### src/rtl/pdc_pkg.sv
`timescale 1ns / 1ps
// Shared constants, codes and controller/datapath interface types of the disjunct code block.
package pdc_pkg;

   // Build-time sizing
   localparam int MAX_COEFFS = 63;
   localparam int ID_BITS    = 16;
   localparam int RADIX_BITS = 8;

   // Fixed port widths
   localparam int ELEMENT_ID_W = 16;
   localparam int RADIX_CSR_W  = 9;
   localparam int NUM_COEFFS_W = 6;
   localparam int POINT_W      = 6;
   localparam int BITPOS_W     = 14;
   localparam int CSR_DATA_W   = 9;
   localparam int CSR_INDEX_W  = 1;

   // Derived internal widths
   localparam int PT_BITS = $clog2(MAX_COEFFS + 1);
   localparam int DIG_AW  = (MAX_COEFFS > 1) ? $clog2(MAX_COEFFS) : 1;
   localparam int R_W     = RADIX_BITS + 1;
   localparam int HV_W    = RADIX_BITS + PT_BITS;
   localparam int DIV_W   = (ID_BITS > HV_W) ? ID_BITS : HV_W;
   localparam int SH_W    = $clog2(DIV_W);
   localparam int DSH_W   = DIV_W + R_W;
   localparam int BP_W    = PT_BITS + R_W;

   // Divider start positions: digit split and Horner reduction
   localparam logic [SH_W-1:0] DIG_SHIFT    = SH_W'(ID_BITS - 1);
   localparam logic [SH_W-1:0] HORNER_SHIFT = SH_W'(PT_BITS - 1);

   localparam logic [31:0] RADIX_TOP = 32'(1) << RADIX_BITS;

   // Register reset values
   localparam logic [RADIX_CSR_W-1:0]  RADIX_RESET      = RADIX_CSR_W'(16);
   localparam logic [NUM_COEFFS_W-1:0] NUM_COEFFS_RESET = NUM_COEFFS_W'(4);

   // Register indexes
   typedef enum logic [CSR_INDEX_W-1:0] {
      CSR_RADIX      = 1'b0,
      CSR_NUM_COEFFS = 1'b1
   } csr_index_type;

   typedef enum logic [2:0] {
      ST_IDLE,
      ST_DIG,
      ST_DIG_WAIT,
      ST_POINT,
      ST_READ,
      ST_MUL,
      ST_MOD,
      ST_EMIT
   } state_type;

   typedef struct packed {
      logic load;
      logic dig_zero;
      logic dig_start;
      logic dig_done;
      logic pt_init;
      logic rd_issue;
      logic h_start;
      logic h_done;
      logic emit;
   } cmd_type;

   typedef struct packed {
      logic n_zero;
      logic y_zero;
      logic k_last;
      logic kk_one;
      logic j_last;
      logic div_done;
      logic out_free;
   } status_type;

endpackage

### src/rtl/pdc_ram.sv
`timescale 1ns / 1ps
// Generic single-write, single-read RAM with registered read data.
module pdc_ram #(
   parameter int WIDTH  = 8,
   parameter int DEPTH  = 63,
   parameter int ADDR_W = (DEPTH > 1) ? $clog2(DEPTH) : 1
) (
   input  logic              clock,
   input  logic              wr_en,
   input  logic [ADDR_W-1:0] wr_addr,
   input  logic [WIDTH-1:0]  wr_data,
   input  logic              rd_en,
   input  logic [ADDR_W-1:0] rd_addr,
   output logic [WIDTH-1:0]  rd_data
);

   logic [WIDTH-1:0] mem_ff [DEPTH];
   logic [WIDTH-1:0] rd_data_ff;

   // Write port
   always_ff @(posedge clock) begin
      if (wr_en) begin
         mem_ff[wr_addr] <= wr_data;
      end
   end

   // Registered read port
   always_ff @(posedge clock) begin
      if (rd_en) begin
         rd_data_ff <= mem_ff[rd_addr];
      end
   end

   assign rd_data = rd_data_ff;

endmodule

### src/rtl/pdc_divmod.sv
`timescale 1ns / 1ps
// Shift-subtract divider, one quotient bit per cycle from a chosen start position.
module pdc_divmod (
   input  logic                      clock,
   input  logic                      reset,
   input  logic                      start,
   input  logic [pdc_pkg::DIV_W-1:0] dividend,
   input  logic [pdc_pkg::R_W-1:0]   divisor,
   input  logic [pdc_pkg::SH_W-1:0]  shift,
   output logic                      busy,
   output logic                      done,
   output logic [pdc_pkg::DIV_W-1:0] remainder,
   output logic [pdc_pkg::DIV_W-1:0] quotient
);
   import pdc_pkg::*;

   logic             busy_ff, busy_in;
   logic             done_ff, done_in;
   logic [DIV_W-1:0] rem_ff, rem_in;
   logic [DIV_W-1:0] quo_ff, quo_in;
   logic [SH_W-1:0]  sh_ff, sh_in;
   logic [DSH_W-1:0] dsh;
   logic             fits;

   // Compare the running remainder against the divisor at the current bit
   assign dsh  = DSH_W'(divisor) << sh_ff;
   assign fits = DSH_W'(rem_ff) >= dsh;

   // Load on start, then advance one bit per cycle down to bit zero
   always_comb begin
      busy_in = busy_ff;
      done_in = 1'b0;
      rem_in  = rem_ff;
      quo_in  = quo_ff;
      sh_in   = sh_ff;
      if (start) begin
         busy_in = 1'b1;
         rem_in  = dividend;
         quo_in  = '0;
         sh_in   = shift;
      end else if (busy_ff) begin
         if (fits) begin
            rem_in = rem_ff - DIV_W'(dsh);
         end
         quo_in = {quo_ff[DIV_W-2:0], fits};
         sh_in  = sh_ff - SH_W'(1);
         if (sh_ff == '0) begin
            busy_in = 1'b0;
            done_in = 1'b1;
         end
      end
   end

   always_ff @(posedge clock) begin
      if (reset) begin
         busy_ff <= 1'b0;
         done_ff <= 1'b0;
      end else begin
         busy_ff <= busy_in;
         done_ff <= done_in;
      end
   end

   always_ff @(posedge clock) begin
      rem_ff <= rem_in;
      quo_ff <= quo_in;
      sh_ff  <= sh_in;
   end

   assign busy      = busy_ff;
   assign done      = done_ff;
   assign remainder = rem_ff;
   assign quotient  = quo_ff;

endmodule

### src/rtl/pdc_datapath.sv
`timescale 1ns / 1ps
// Datapath: config registers, digit split, Horner evaluation and result register.
module pdc_datapath (
   input  logic                             clock,
   input  logic                             reset,
   input  logic                             csr_write,
   input  logic [pdc_pkg::CSR_INDEX_W-1:0]  csr_index,
   input  logic [pdc_pkg::CSR_DATA_W-1:0]   csr_wdata,
   input  logic [pdc_pkg::ELEMENT_ID_W-1:0] req_element_id,
   input  logic                             rsp_ready,
   input  pdc_pkg::cmd_type                 cmd,
   output pdc_pkg::status_type              status,
   output logic                             rsp_valid,
   output logic [pdc_pkg::POINT_W-1:0]      rsp_point_index,
   output logic [pdc_pkg::BITPOS_W-1:0]     rsp_bit_position,
   output logic                             rsp_last
);
   import pdc_pkg::*;

   // Configuration
   logic [RADIX_CSR_W-1:0]  radix_ff, radix_in;
   logic [NUM_COEFFS_W-1:0] num_coeffs_ff, num_coeffs_in;
   logic [31:0]             radix_wide;
   logic [R_W-1:0]          r_eff;
   logic [PT_BITS-1:0]      n_eff;

   // Per-word working state
   logic [R_W-1:0]        r_ff, r_in;
   logic [PT_BITS-1:0]    n_ff, n_in;
   logic [ID_BITS-1:0]    y_ff, y_in;
   logic [PT_BITS-1:0]    k_ff, k_in;
   logic [PT_BITS-1:0]    j_ff, j_in;
   logic [PT_BITS-1:0]    kk_ff, kk_in;
   logic [RADIX_BITS-1:0] acc_ff, acc_in;
   logic [PT_BITS-1:0]    kk_minus;

   // Result register
   logic                out_valid_ff, out_valid_in;
   logic [POINT_W-1:0]  point_ff, point_in;
   logic [BITPOS_W-1:0] bitpos_ff, bitpos_in;
   logic                last_ff, last_in;
   logic [BP_W-1:0]     bp_sum;

   // Divider and digit store hookup
   logic                  div_start;
   logic [DIV_W-1:0]      div_dividend;
   logic [SH_W-1:0]       div_shift;
   logic                  div_busy;
   logic                  div_done;
   logic [DIV_W-1:0]      div_rem;
   logic [DIV_W-1:0]      div_quo;
   logic [HV_W-1:0]       hv;
   logic                  ram_wr_en;
   logic [DIG_AW-1:0]     ram_wr_addr;
   logic [RADIX_BITS-1:0] ram_wr_data;
   logic [DIG_AW-1:0]     ram_rd_addr;
   logic [RADIX_BITS-1:0] ram_rd_data;

   // Register writes
   always_comb begin
      radix_in      = radix_ff;
      num_coeffs_in = num_coeffs_ff;
      if (csr_write) begin
         unique case (csr_index)
            CSR_RADIX:      radix_in      = csr_wdata[RADIX_CSR_W-1:0];
            CSR_NUM_COEFFS: num_coeffs_in = csr_wdata[NUM_COEFFS_W-1:0];
            default: ;
         endcase
      end
   end

   always_ff @(posedge clock) begin
      if (reset) begin
         radix_ff      <= RADIX_RESET;
         num_coeffs_ff <= NUM_COEFFS_RESET;
      end else begin
         radix_ff      <= radix_in;
         num_coeffs_ff <= num_coeffs_in;
      end
   end

   // Clamp radix into [2, 2^RADIX_BITS] and the coefficient count to the store depth
   always_comb begin
      radix_wide = 32'(radix_ff);
      if (radix_wide < 32'd2) begin
         r_eff = R_W'(2);
      end else if (radix_wide > RADIX_TOP) begin
         r_eff = R_W'(RADIX_TOP);
      end else begin
         r_eff = R_W'(radix_wide);
      end
      if (num_coeffs_ff > NUM_COEFFS_W'(MAX_COEFFS)) begin
         n_eff = PT_BITS'(MAX_COEFFS);
      end else begin
         n_eff = PT_BITS'(num_coeffs_ff);
      end
   end

   // Horner term: acc * j + next coefficient
   assign hv = HV_W'(acc_ff) * HV_W'(j_ff) + HV_W'(ram_rd_data);

   // Share the divider between digit split and Horner reduction
   assign div_start    = cmd.dig_start | cmd.h_start;
   assign div_dividend = cmd.h_start ? DIV_W'(hv) : DIV_W'(y_ff);
   assign div_shift    = cmd.h_start ? HORNER_SHIFT : DIG_SHIFT;

   pdc_divmod u_divmod (
      .clock     (clock),
      .reset     (reset),
      .start     (div_start),
      .dividend  (div_dividend),
      .divisor   (r_ff),
      .shift     (div_shift),
      .busy      (div_busy),
      .done      (div_done),
      .remainder (div_rem),
      .quotient  (div_quo)
   );

   // Digit store: written low digit first, read high digit first
   assign kk_minus    = kk_ff - PT_BITS'(1);
   assign ram_wr_en   = cmd.dig_zero | cmd.dig_done;
   assign ram_wr_addr = k_ff[DIG_AW-1:0];
   assign ram_wr_data = cmd.dig_zero ? '0 : div_rem[RADIX_BITS-1:0];
   assign ram_rd_addr = kk_minus[DIG_AW-1:0];

   pdc_ram #(
      .WIDTH (RADIX_BITS),
      .DEPTH (MAX_COEFFS)
   ) u_digit_ram (
      .clock   (clock),
      .wr_en   (ram_wr_en),
      .wr_addr (ram_wr_addr),
      .wr_data (ram_wr_data),
      .rd_en   (cmd.rd_issue),
      .rd_addr (ram_rd_addr),
      .rd_data (ram_rd_data)
   );

   // Working state updates
   always_comb begin
      r_in   = r_ff;
      n_in   = n_ff;
      y_in   = y_ff;
      k_in   = k_ff;
      j_in   = j_ff;
      kk_in  = kk_ff;
      acc_in = acc_ff;
      if (cmd.load) begin
         r_in = r_eff;
         n_in = n_eff;
         y_in = ID_BITS'(req_element_id);
         k_in = '0;
         j_in = '0;
      end
      if (cmd.dig_zero) begin
         k_in = k_ff + PT_BITS'(1);
      end
      if (cmd.dig_done) begin
         y_in = div_quo[ID_BITS-1:0];
         k_in = k_ff + PT_BITS'(1);
      end
      if (cmd.pt_init) begin
         acc_in = '0;
         kk_in  = n_ff;
      end
      if (cmd.h_done) begin
         acc_in = div_rem[RADIX_BITS-1:0];
         kk_in  = kk_minus;
      end
      if (cmd.emit) begin
         j_in = j_ff + PT_BITS'(1);
      end
   end

   always_ff @(posedge clock) begin
      r_ff   <= r_in;
      n_ff   <= n_in;
      y_ff   <= y_in;
      acc_ff <= acc_in;
   end

   always_ff @(posedge clock) begin
      if (reset) begin
         k_ff  <= '0;
         j_ff  <= '0;
         kk_ff <= '0;
      end else begin
         k_ff  <= k_in;
         j_ff  <= j_in;
         kk_ff <= kk_in;
      end
   end

   // Result register: load on emit, drop when taken
   assign bp_sum = BP_W'(j_ff) * BP_W'(r_ff) + BP_W'(acc_ff);

   always_comb begin
      out_valid_in = out_valid_ff;
      point_in     = point_ff;
      bitpos_in    = bitpos_ff;
      last_in      = last_ff;
      if (cmd.emit) begin
         out_valid_in = 1'b1;
         point_in     = POINT_W'(j_ff);
         bitpos_in    = BITPOS_W'(bp_sum);
         last_in      = (j_ff == n_ff);
      end else if (rsp_ready) begin
         out_valid_in = 1'b0;
      end
   end

   always_ff @(posedge clock) begin
      if (reset) begin
         out_valid_ff <= 1'b0;
      end else begin
         out_valid_ff <= out_valid_in;
      end
   end

   always_ff @(posedge clock) begin
      point_ff  <= point_in;
      bitpos_ff <= bitpos_in;
      last_ff   <= last_in;
   end

   assign rsp_valid        = out_valid_ff;
   assign rsp_point_index  = point_ff;
   assign rsp_bit_position = bitpos_ff;
   assign rsp_last         = last_ff;

   // Status back to the controller
   always_comb begin
      status          = '0;
      status.n_zero   = (n_ff == '0);
      status.y_zero   = (y_ff == '0);
      status.k_last   = (k_ff == (n_ff - PT_BITS'(1)));
      status.kk_one   = (kk_ff == PT_BITS'(1));
      status.j_last   = (j_ff == n_ff);
      status.div_done = div_done;
      status.out_free = !out_valid_ff || rsp_ready;
   end

   // Divider is never restarted mid-operation
   a_div_idle_on_start: assert property (@(posedge clock) disable iff (reset)
      div_start |-> !div_busy)
      else $error("divider started while busy");

   // Every finished reduction leaves a remainder below the radix
   a_rem_below_radix: assert property (@(posedge clock) disable iff (reset)
      div_done |-> (div_rem < DIV_W'(r_ff)))
      else $error("divider remainder not below radix");

   // Stored digits are always valid base-radix digits
   a_digit_below_radix: assert property (@(posedge clock) disable iff (reset)
      ram_wr_en |-> (R_W'(ram_wr_data) < r_ff))
      else $error("digit written out of range");

   // A new result only overwrites a free or departing result word
   a_emit_no_overwrite: assert property (@(posedge clock) disable iff (reset)
      cmd.emit |-> (!out_valid_ff || rsp_ready))
      else $error("result word overwritten before it was taken");

endmodule

### src/rtl/pdc_ctrl.sv
`timescale 1ns / 1ps
// Controller state machine sequencing digit split, Horner steps and result emission.
module pdc_ctrl (
   input  logic                clock,
   input  logic                reset,
   input  logic                req_valid,
   output logic                req_ready,
   input  pdc_pkg::status_type status,
   output pdc_pkg::cmd_type    cmd
);
   import pdc_pkg::*;

   state_type state_ff, state_in;

   // Next state
   always_comb begin
      state_in = state_ff;
      unique case (state_ff)
         ST_IDLE: begin
            if (req_valid) state_in = ST_DIG;
         end
         ST_DIG: begin
            if (status.n_zero) begin
               state_in = ST_POINT;
            end else if (status.y_zero) begin
               state_in = status.k_last ? ST_POINT : ST_DIG;
            end else begin
               state_in = ST_DIG_WAIT;
            end
         end
         ST_DIG_WAIT: begin
            if (status.div_done) state_in = status.k_last ? ST_POINT : ST_DIG;
         end
         ST_POINT: begin
            state_in = status.n_zero ? ST_EMIT : ST_READ;
         end
         ST_READ: begin
            state_in = ST_MUL;
         end
         ST_MUL: begin
            state_in = ST_MOD;
         end
         ST_MOD: begin
            if (status.div_done) state_in = status.kk_one ? ST_EMIT : ST_READ;
         end
         ST_EMIT: begin
            if (status.out_free) state_in = status.j_last ? ST_IDLE : ST_POINT;
         end
         default: state_in = ST_IDLE;
      endcase
   end

   always_ff @(posedge clock) begin
      if (reset) begin
         state_ff <= ST_IDLE;
      end else begin
         state_ff <= state_in;
      end
   end

   // Commands to the datapath
   always_comb begin
      cmd       = '0;
      req_ready = 1'b0;
      unique case (state_ff)
         ST_IDLE: begin
            req_ready = 1'b1;
            cmd.load  = req_valid;
         end
         ST_DIG: begin
            if (!status.n_zero) begin
               if (status.y_zero) begin
                  cmd.dig_zero = 1'b1;
               end else begin
                  cmd.dig_start = 1'b1;
               end
            end
         end
         ST_DIG_WAIT: cmd.dig_done = status.div_done;
         ST_POINT:    cmd.pt_init  = 1'b1;
         ST_READ:     cmd.rd_issue = 1'b1;
         ST_MUL:      cmd.h_start  = 1'b1;
         ST_MOD:      cmd.h_done   = status.div_done;
         ST_EMIT:     cmd.emit     = status.out_free;
         default: ;
      endcase
   end

endmodule

### src/rtl/polynomial_disjunct_code_positions_core.sv
`timescale 1ns / 1ps
// Top level of the polynomial disjunct code bit position generator.
//
// Usage:
//   req_*  : one element id word per handshake; ready is high only when idle.
//   rsp_*  : num_coeffs+1 result words per id, one per evaluation point j,
//            with bit_position = j*radix + p(j) mod radix and last on j = num_coeffs.
//   csr_*  : index 0 writes radix, index 1 writes num_coeffs; always ready.
//            Write only while no id is in flight.
// Steps, with n = num_coeffs (clamped) and one shared 1-bit-per-cycle divider:
//   digit split : n digits, each written directly as zero once the remaining id is zero,
//                 otherwise taken as the remainder of dividing the id by radix.
//   per point   : n Horner steps (Horner step = RAM read, multiply-add,
//                 reduction mod radix).
// The next id is taken in the cycle after the last result is loaded into the output
// register, even if that result is still waiting to be taken.
// Reset sets radix to 16 and num_coeffs to 4 and returns to idle; a stalled receiver
// holds the output register and pauses the block before the next point is loaded.
module polynomial_disjunct_code_positions_core (
   input  logic                             clock,
   input  logic                             reset,
   input  logic                             req_valid,
   output logic                             req_ready,
   input  logic [pdc_pkg::ELEMENT_ID_W-1:0] req_element_id,
   output logic                             rsp_valid,
   input  logic                             rsp_ready,
   output logic [pdc_pkg::POINT_W-1:0]      rsp_point_index,
   output logic [pdc_pkg::BITPOS_W-1:0]     rsp_bit_position,
   output logic                             rsp_last,
   input  logic                             csr_valid,
   output logic                             csr_ready,
   input  logic [pdc_pkg::CSR_INDEX_W-1:0]  csr_index,
   input  logic [pdc_pkg::CSR_DATA_W-1:0]   csr_wdata
);
   import pdc_pkg::*;

   cmd_type    cmd;
   status_type status;

   // Register writes never stall
   assign csr_ready = 1'b1;

   pdc_ctrl u_ctrl (
      .clock     (clock),
      .reset     (reset),
      .req_valid (req_valid),
      .req_ready (req_ready),
      .status    (status),
      .cmd       (cmd)
   );

   pdc_datapath u_datapath (
      .clock            (clock),
      .reset            (reset),
      .csr_write        (csr_valid & csr_ready),
      .csr_index        (csr_index),
      .csr_wdata        (csr_wdata),
      .req_element_id   (req_element_id),
      .rsp_ready        (rsp_ready),
      .cmd              (cmd),
      .status           (status),
      .rsp_valid        (rsp_valid),
      .rsp_point_index  (rsp_point_index),
      .rsp_bit_position (rsp_bit_position),
      .rsp_last         (rsp_last)
   );

endmodule
### config.mk
export PLATFORM = sky130hd
export DESIGN_NAME = polynomial_disjunct_code_positions_core
export DESIGN_NICKNAME = d
export VERILOG_FILES = /design/src/rtl/pdc_pkg.sv /design/src/rtl/pdc_ram.sv /design/src/rtl/pdc_divmod.sv /design/src/rtl/pdc_datapath.sv /design/src/rtl/pdc_ctrl.sv /design/src/rtl/polynomial_disjunct_code_positions_core.sv
export SDC_FILE = /design/constraint.sdc
export NUM_CORES = 1
export LEC_CHECK = 0
export BUFFER_PORTS_ARGS = -buffer_cell sky130_fd_sc_hd__buf_4
export CORE_AREA = 2 2 240 242
export DETAILED_ROUTE_END_ITERATION = 16
export DIE_AREA = 0 0 242 244
export PLACE_DENSITY = 0.74
export SYNTH_ARGS = -nofsm -noshare
export SYNTH_HDL_FRONTEND = slang
export SYNTH_SLANG_ARGS = --single-unit
### constraint.sdc
create_clock -name clock -period 5.7 [get_ports clock]
set_input_delay 0.57 -clock clock [delete_from_list [all_inputs] [get_ports clock]]
set_output_delay 0.57 -clock clock [all_outputs]
set_load 0.03 [all_outputs]
==> results of run 1 <==
layout make-up:
cell class,instances,area [sq um],share of cell area [%]
Tap cell,756,946,2.78
Clock buffer,77,1790,5.25
Inverter,95,357,1.05
Timing Repair Buffer,85,651,1.91
Clock inverter,50,493,1.45
Sequential cell,647,18900,55.5
Multi-Input combinational cell,1218,10900,32.1
Yosys cell counts (all sizes together) (6+ instances only):
cell | count | area (sq um)
dfxtp | 55 | 1100
nand2b | 21 | 131
a21o | 11 | 82.6
a21oi | 74 | 385
mux2 | 23 | 259
o21a | 6 | 45.0
xor2 | 25 | 226
mux2i | 46 | 460
o21ai | 56 | 280
nor2b | 22 | 138
xnor2 | 34 | 324
o22ai | 16 | 100
a211oi | 24 | 180
nand3 | 37 | 185
ha | 87 | 1090
a22oi | 15 | 113
nor2 | 136 | 510
nand2 | 164 | 623
a31oi | 7 | 43.8
inv | 93 | 349
and3 | 6 | 37.5
nand4 | 12 | 75.1
mux4 | 131 | 2950
a221oi | 6 | 52.6
o31ai | 7 | 52.6
edfxtp | 592 | 17800
nor3 | 24 | 125
or3 | 8 | 55.1
clkbuf | 67 | 254
and2 | 101 | 632
buf | 45 | 285
fa | 64 | 1280
nor4 | 9 | 56.3
stage by stage:
step                      setup slack [ns]  instances
after floorplan                      0.783       2072
after global placement               0.633       2801
after detailed placement             0.547       2801
after CTS                            0.487       2928
after global routing                 0.181       2928
final                                0.487       2928
routing by layer:
metal	GRT usage [%]	vias up	part of all wire (%)
met5	0	-	0
li1	-	7868	-
met4	9.20	0	3.6
met3	4.28	167	7.3
met1	31.3	9002	39
met2	39.7	773	50
registers in the layout, indices dropped and copies added, names as in the netlist, 9 cells and up:
register and cells:
u_datapath.r_ff 9, u_datapath.u_divmod.remainder 16, u_datapath.u_divmod.quotient 16, u_datapath.y_ff 16, u_datapath.rsp_bit_position 14, u_datapath.u_digit_ram.mem_ff 504, u_datapath.radix_ff 9
power by group:
part | switching (mW) | total, mW | internal, mW
sequential | 0.188 | 6.07 | 5.89
combinational | 1.57 | 2.36 | 0.791
clock | 1.91 | 4.45 | 2.53
total | 3.67 | 12.9 | 9.21
critical path: stages, from the launching register on:
cell and delay (ns):
dfxtp_1 0.75, and2_1 0.24, fa_1 0.43, fa_1 0.47, fa_1 0.56, inv_1 0.06, fa_1 0.52, inv_1 0.05
ha_1 0.34, a21o_1 0.21, o41ai_1 0.49, o21ai_0 0.24, o31ai_1 0.29, xor2_1 0.18, a21oi_1 0.08
layout by cell type (no fill, tap or decap), types with 12 or more instances in the layout:
cell type	netlist	routed
a211oi_1	24	24
a21oi_1	72	72
a22oi_1	15	15
and2_1	101	93
buf_4	10	84
clkbuf_16	0	70
clkinv_1	2	14
clkinv_2	0	21
dfxtp_1	55	54
edfxtp_1	592	592
fa_1	64	64
ha_1	87	86
inv_1	91	91
mux2_2	23	23
mux2i_1	46	46
mux4_2	131	131
nand2_1	163	163
nand2b_1	21	21
nand3_1	37	37
nand4_1	12	12
nor2_1	136	136
nor2b_1	22	22
nor3_1	23	23
o21ai_0	54	54
o22ai_1	16	16
xnor2_1	32	32
xor2_1	24	24
worst paths after layout:
path | from | endpoint | slack [ns]
worst max-delay path | u_datapath.j_ff[5] | u_datapath.u_divmod.remainder[12] | 0.49
worst min-delay path | csr_wdata[4] | u_datapath.radix_ff[4] | 0.20
worst max register to register | u_datapath.j_ff[5] | u_datapath.u_divmod.remainder[12] | 0.49
worst min register to register | u_datapath.num_coeffs_ff[5] | u_datapath.n_ff[5] | 0.44
kinds of logic (layout without fill, tap and decap cells):
logic type               after synthesis  count (layout)  synth area share [%]
adder cells (fa/ha/maj)              151             151                  7.73
buffers and inverters                207             307                  2.92
AND/OR/NAND/NOR                      559             559                  8.91
XOR/XNOR                              59              59                  1.80
flip-flops                           647             647                  61.6
other                                  1               1                0.0122
AO/OA/AOI/OAI                        248             248                  5.11
multiplexers                         200             200                  12.0
==> impl_metrics.py, run 1 <==
metrics = {
    "pwr": {
        "p_per_area_nw_per_um2": 378,
        "power_mw": 12.9,
        "ir_worst_vdd_v": 0.000353,
        "leakage_nw": 12.0,
    },
    "sta": {
        "period_minus_slack_ns": 5.21,
        "drv_slew": 0,
        "whs_ns": 0.196,
        "hold_viol": 0,
        "finalCritPeriodShare_pct": 91.5,
        "worst_clock_skew_ns": 0.0494,
        "worstMarginPinSlew_ns": 1.24,
        "max_freq_mhz": 192,
        "tns_ns": 0,
        "relSlewSlack_pct": 17.6,
        "setup_viol": 0,
        "rsz0062_at_grt": "false",
    },
    "detailed_routing": {
        "ant_nets": 0,
        "vias": 17800,
        "viasPerCell": 6.08,
        "drt_iter0_markers": 1967,
        "first_pass_iters": 6,
        "routed_wl_um": 69000,
        "wl_per_cell_um": 23.6,
        "drc": 0,
    },
    "clocking": {
        "postCtsResizedCells": 0,
        "clk_latency_ns": 0.63,
        "cts-hold-fix-buffers": 0,
        "post_cts_buffers": 0,
        "cts_buffer_depth": 3,
        "clock-sinks": 647,
        "path_clk_slew_ns": 0.07,
        "root_buffer": "clkbuf_16",
        "numCtsBuffers": 69,
        "cts_tree": "built",
        "htree_levels": 3,
    },
    "critical_path": {
        "crit_type": "reg -> reg",
        "r2r_cells": 14,
        "crit_arrival_ns": 5.55,
        "cp-start-kind": "flip-flop",
        "crit_required_ns": 6.04,
        "cp_max_fo": 20,
        "end_kind": "flip-flop",
    },
    "synthesis": {
        "synth_seq_area_share_pct": 61.6,
        "synth.cell_area_sq_um": 30700,
        "synth_ff_type": "edfxtp_1",
        "synth_edf_count": 592,
        "syn_inst": 2072,
        "synth_cell_types": 76,
        "synthArstFlopShare_pct": 0,
        "yosysWarnings": 0,
        "synth_seq_cells": 647,
        "synth_fp_nets": 2254,
        "synth.avg_cell_area_sq_um": 14.8,
    },
    "cells_and_area": {
        "syn_to_final_growth_pct": 11.0,
        "nets": 2298,
        "nFillCells": 4154,
        "fin_util_pct": 60.6,
        "design_area_sq_um": 34000,
        "num_antenna_cells": 0,
        "drive_above_1_share_pct": 17.4,
    },
    "floorplanning": {
        "core_sq_um": 56200,
        "initial_core_util_pct": 54.6,
        "ioPinCount": 55,
        "die_x_um": 242,
        "row_count": 87,
        "die_height_um": 244,
        "die_area_sq_um": 59000,
    },
    "grt": {
        "grt_pass1_wl_um": 107000,
        "grt_use_total_pct": 23.8,
        "antenna_found_initial": 0,
        "gr-total-overflow": 0,
        "first_global_vias": 18100,
        "grt_max_degree": 64,
    },
    "worst_hold_path": {
        "hold_depth": 3,
        "hold_path_class": "in -> reg",
    },
    "job": {
        "maxCapViolations": 0,
    },
    "run_status": {
        "status": "complete, no violations",
    },
    "placed_design": {
        "dp_hpwl_um": 45100,
        "port_buffers": 53,
        "placed_cell_area_sq_um": 31800,
        "gp_congestion": 0.929,
    },
}
No activity file was read; power rests on OpenSTA's default activity.
==> run 2: changes to the inputs <==
--- a/config.mk
+++ b/config.mk
@@ -9,7 +9,8 @@
 export CORE_AREA = 2 2 240 242
 export DETAILED_ROUTE_END_ITERATION = 16
 export DIE_AREA = 0 0 242 244
-export PLACE_DENSITY = 0.74
+export GPL_ROUTABILITY_DRIVEN = 0
+export PLACE_DENSITY = 0.76
 export SYNTH_ARGS = -nofsm -noshare
 export SYNTH_HDL_FRONTEND = slang
 export SYNTH_SLANG_ARGS = --single-unit
==> constraint.sdc (replaced) <==
create_clock -name clock -period 4.3 [get_ports clock]
set_input_delay 0.43 -clock clock [delete_from_list [all_inputs] [get_ports clock]]
set_output_delay 0.43 -clock clock [all_outputs]
set_load 0.03 [all_outputs]
==> run 2 against run 1 <==
The flow now finishes with violations (setup timing). Register-to-register slack lost 0.52 ns. Critical path depth grew 3. Sequential share of layout area shrank 2.0 points. Total power grew 33%. Sequential cell count is the same. Largest cell class unchanged. Highest routed layer unchanged.
==> impl_metrics.py, run 2 (synthesis results as in run 1) <==
metrics = {
    "cells_and_area": {
        "num_antenna_cells": 0,
        "drive_above_1_share_pct": 24.4,
        "regMostFlops": "u_datapath.u_digit_ram.mem_ff",
        "syn_to_final_growth_pct": 15.3,
        "fin_cells": 3055,
        "nets": 2429,
        "fin_util_pct": 62.9,
        "largest_register_ffs": 504,
        "final_common_cell": "edfxtp_1",
        "layout_common_cells": "592 x edfxtp_1, 203 x buf_4, 161 x nand2_1",
    },
    "floorplanning": {
        "row_count": 87,
        "initial_core_util_pct": 54.6,
        "core_sq_um": 56200,
        "die_height_um": 244,
        "die_x_um": 242,
        "die_area_sq_um": 59000,
        "ioPinCount": 55,
    },
    "run_status": {
        "violations": "setup timing",
        "status": "finished, violations left",
    },
    "pwr": {
        "ir_worst_vdd_v": 0.000397,
        "p_per_area_nw_per_um2": 486,
        "power_mw": 17.2,
        "leakage_nw": 12.7,
    },
    "grt": {
        "top_usage_layer": "met2",
        "grt_use_total_pct": 24.4,
        "use_met3_pct": 4.38,
        "use_met1_pct": 31.9,
        "grt_pass1_wl_um": 110000,
        "gr-total-overflow": 0,
        "first_global_vias": 18900,
        "grt_max_degree": 128,
        "antenna_found_initial": 0,
        "gr-usage-met2_pct": 41.3,
    },
    "sta": {
        "worst_slack_ns": -0.0293,
        "max_freq_mhz": 231,
        "finalCritPeriodShare_pct": 101,
        "hold_viol": 0,
        "period_minus_slack_ns": 4.33,
        "rsz0062_at_grt": "true",
        "worstMarginPinSlew_ns": 1.18,
        "relSlewSlack_pct": 21.3,
        "whs_ns": 0.0949,
        "worst_clock_skew_ns": 0.0199,
        "setup_viol": 4,
        "drv_slew": 0,
    },
    "detailed_routing": {
        "ant_nets": 0,
        "wl_per_cell_um": 23.3,
        "viasPerCell": 6.04,
        "drt_iter0_markers": 1930,
        "routed_wl_um": 71200,
        "drc": 0,
        "first_pass_iters": 6,
        "vias": 18400,
    },
    "critical_path": {
        "reg2reg_to": "u_datapath.u_divmod.remainder[11]",
        "cp_max_fo": 4,
        "cp-start-kind": "flip-flop",
        "end_kind": "flip-flop",
        "reg2reg_from": "u_datapath.acc_ff[5]",
        "crit_required_ns": 4.76,
        "crit_type": "reg -> reg",
        "crit_arrival_ns": 4.79,
        "r2r_cells": 17,
        "rrSetupSlack_ns": -0.03,
    },
    "clocking": {
        "root_buffer": "clkbuf_16",
        "clock-sinks": 647,
        "htree_levels": 3,
        "cts_tree": "built",
        "cts_buffer_depth": 3,
        "path_clk_slew_ns": 0.06,
        "numCtsBuffers": 67,
        "clk_latency_ns": 0.61,
    },
    "job": {
        "maxCapViolations": 0,
    },
    "placed_design": {
        "place_inst": 2913,
        "dp_hpwl_um": 46700,
        "port_buffers": 53,
    },
    "worst_hold_path": {
        "hold_path_end": "u_datapath.radix_ff[8]",
        "hold_path_class": "in -> reg",
        "hold_start": "csr_wdata[8]",
        "hold_depth": 3,
    },
}
[run 2: cell types whose count changed in the layout (fill, tap and decap cells not counted), moves of 7 or more]
cell      change
ha_4          +7
and2_4       +14
buf_6        +11
o21ai_0      -10
clkinv_2     -12
buf_4       +119
ha_1          -7
inv_1         -9
and2_1       -14
o21ai_2       +7
inv_2         +9
[run 2: repair_timing]
item	in CTS	in global routing
hold buffers	0	0
pin swaps	31	42
gates resized for setup	37	31
gates cloned	0	1
setup buffers	8	15
endpoints found under the setup margin	9	29
[run 2: layout make-up]
class,instances,area (sq um)
Multi-Input combinational cell,1218,11200
Clock inverter,36,360
Fill cell,3980,20800
Tap cell,756,946
Sequential cell,647,18900
Timing Repair Buffer,218,1710
Clock buffer,85,1840
Inverter,95,357
[run 2: power breakdown]
group | leakage [nW] | internal, mW | switching (mW)
logic | 5.77 | 1.17 | 2.20
registers | 5.82 | 7.79 | 0.208
clock network | 1.07 | 3.40 | 2.41
[run 2: metal layers]
layer / share of wire, % / wire length (um) / vias up
li1: - / - / 8111
met1: 39 / 27700 / 9327
met2: 50 / 35400 / 841
met3: 7.5 / 5340 / 169
met4: 3.7 / 2640 / 0
met5: 0 / 0 / -
[run 2: worst max path at each step]
stage | slack, ns | startpoint | cells after the start | end
after CTS | -0.02 | u_datapath.r_ff[3] | 17 | u_datapath.rsp_bit_position[13]
after global placement | -0.11 | u_datapath.acc_ff[3] | 17 | u_datapath.u_divmod.remainder[11]
after floorplan | -0.01 | u_datapath.acc_ff[3] | 15 | u_datapath.u_divmod.remainder[12]
after detailed placement | -0.17 | u_datapath.acc_ff[3] | 17 | u_datapath.u_divmod.remainder[11]
final | -0.03 | u_datapath.acc_ff[5] | 17 | u_datapath.u_divmod.remainder[11]
after global routing | -0.19 | u_datapath.acc_ff[5] | 15 | u_datapath.u_divmod.remainder[12]
[run 2: critical path, stage by stage (launching register included)]
cell      delay [ns]
edfxtp_1        0.39
buf_6           0.14
and2_4          0.15
fa_1            0.49
fa_1            0.51
fa_1            0.51
inv_1           0.05
fa_1            0.49
inv_2           0.04
ha_4            0.21
a21o_1          0.22
buf_6           0.13
a21oi_4         0.13
o21ai_4         0.10
and3_4          0.19
o21ai_1         0.15
o221ai_1        0.14
a21oi_1         0.15
[run 2: metrics by stage]
step	setup WS, ns	TNS (ns)	instance area [sq um]
global placement	-0.113	-0.336	32700
finish	-0.0293	-0.0694	35300
global route	-0.189	-1.00	35300
floorplan	-0.0127	-0.0127	30900
detailed placement	-0.173	-0.892	32700
CTS	-0.0188	-0.0517	35100
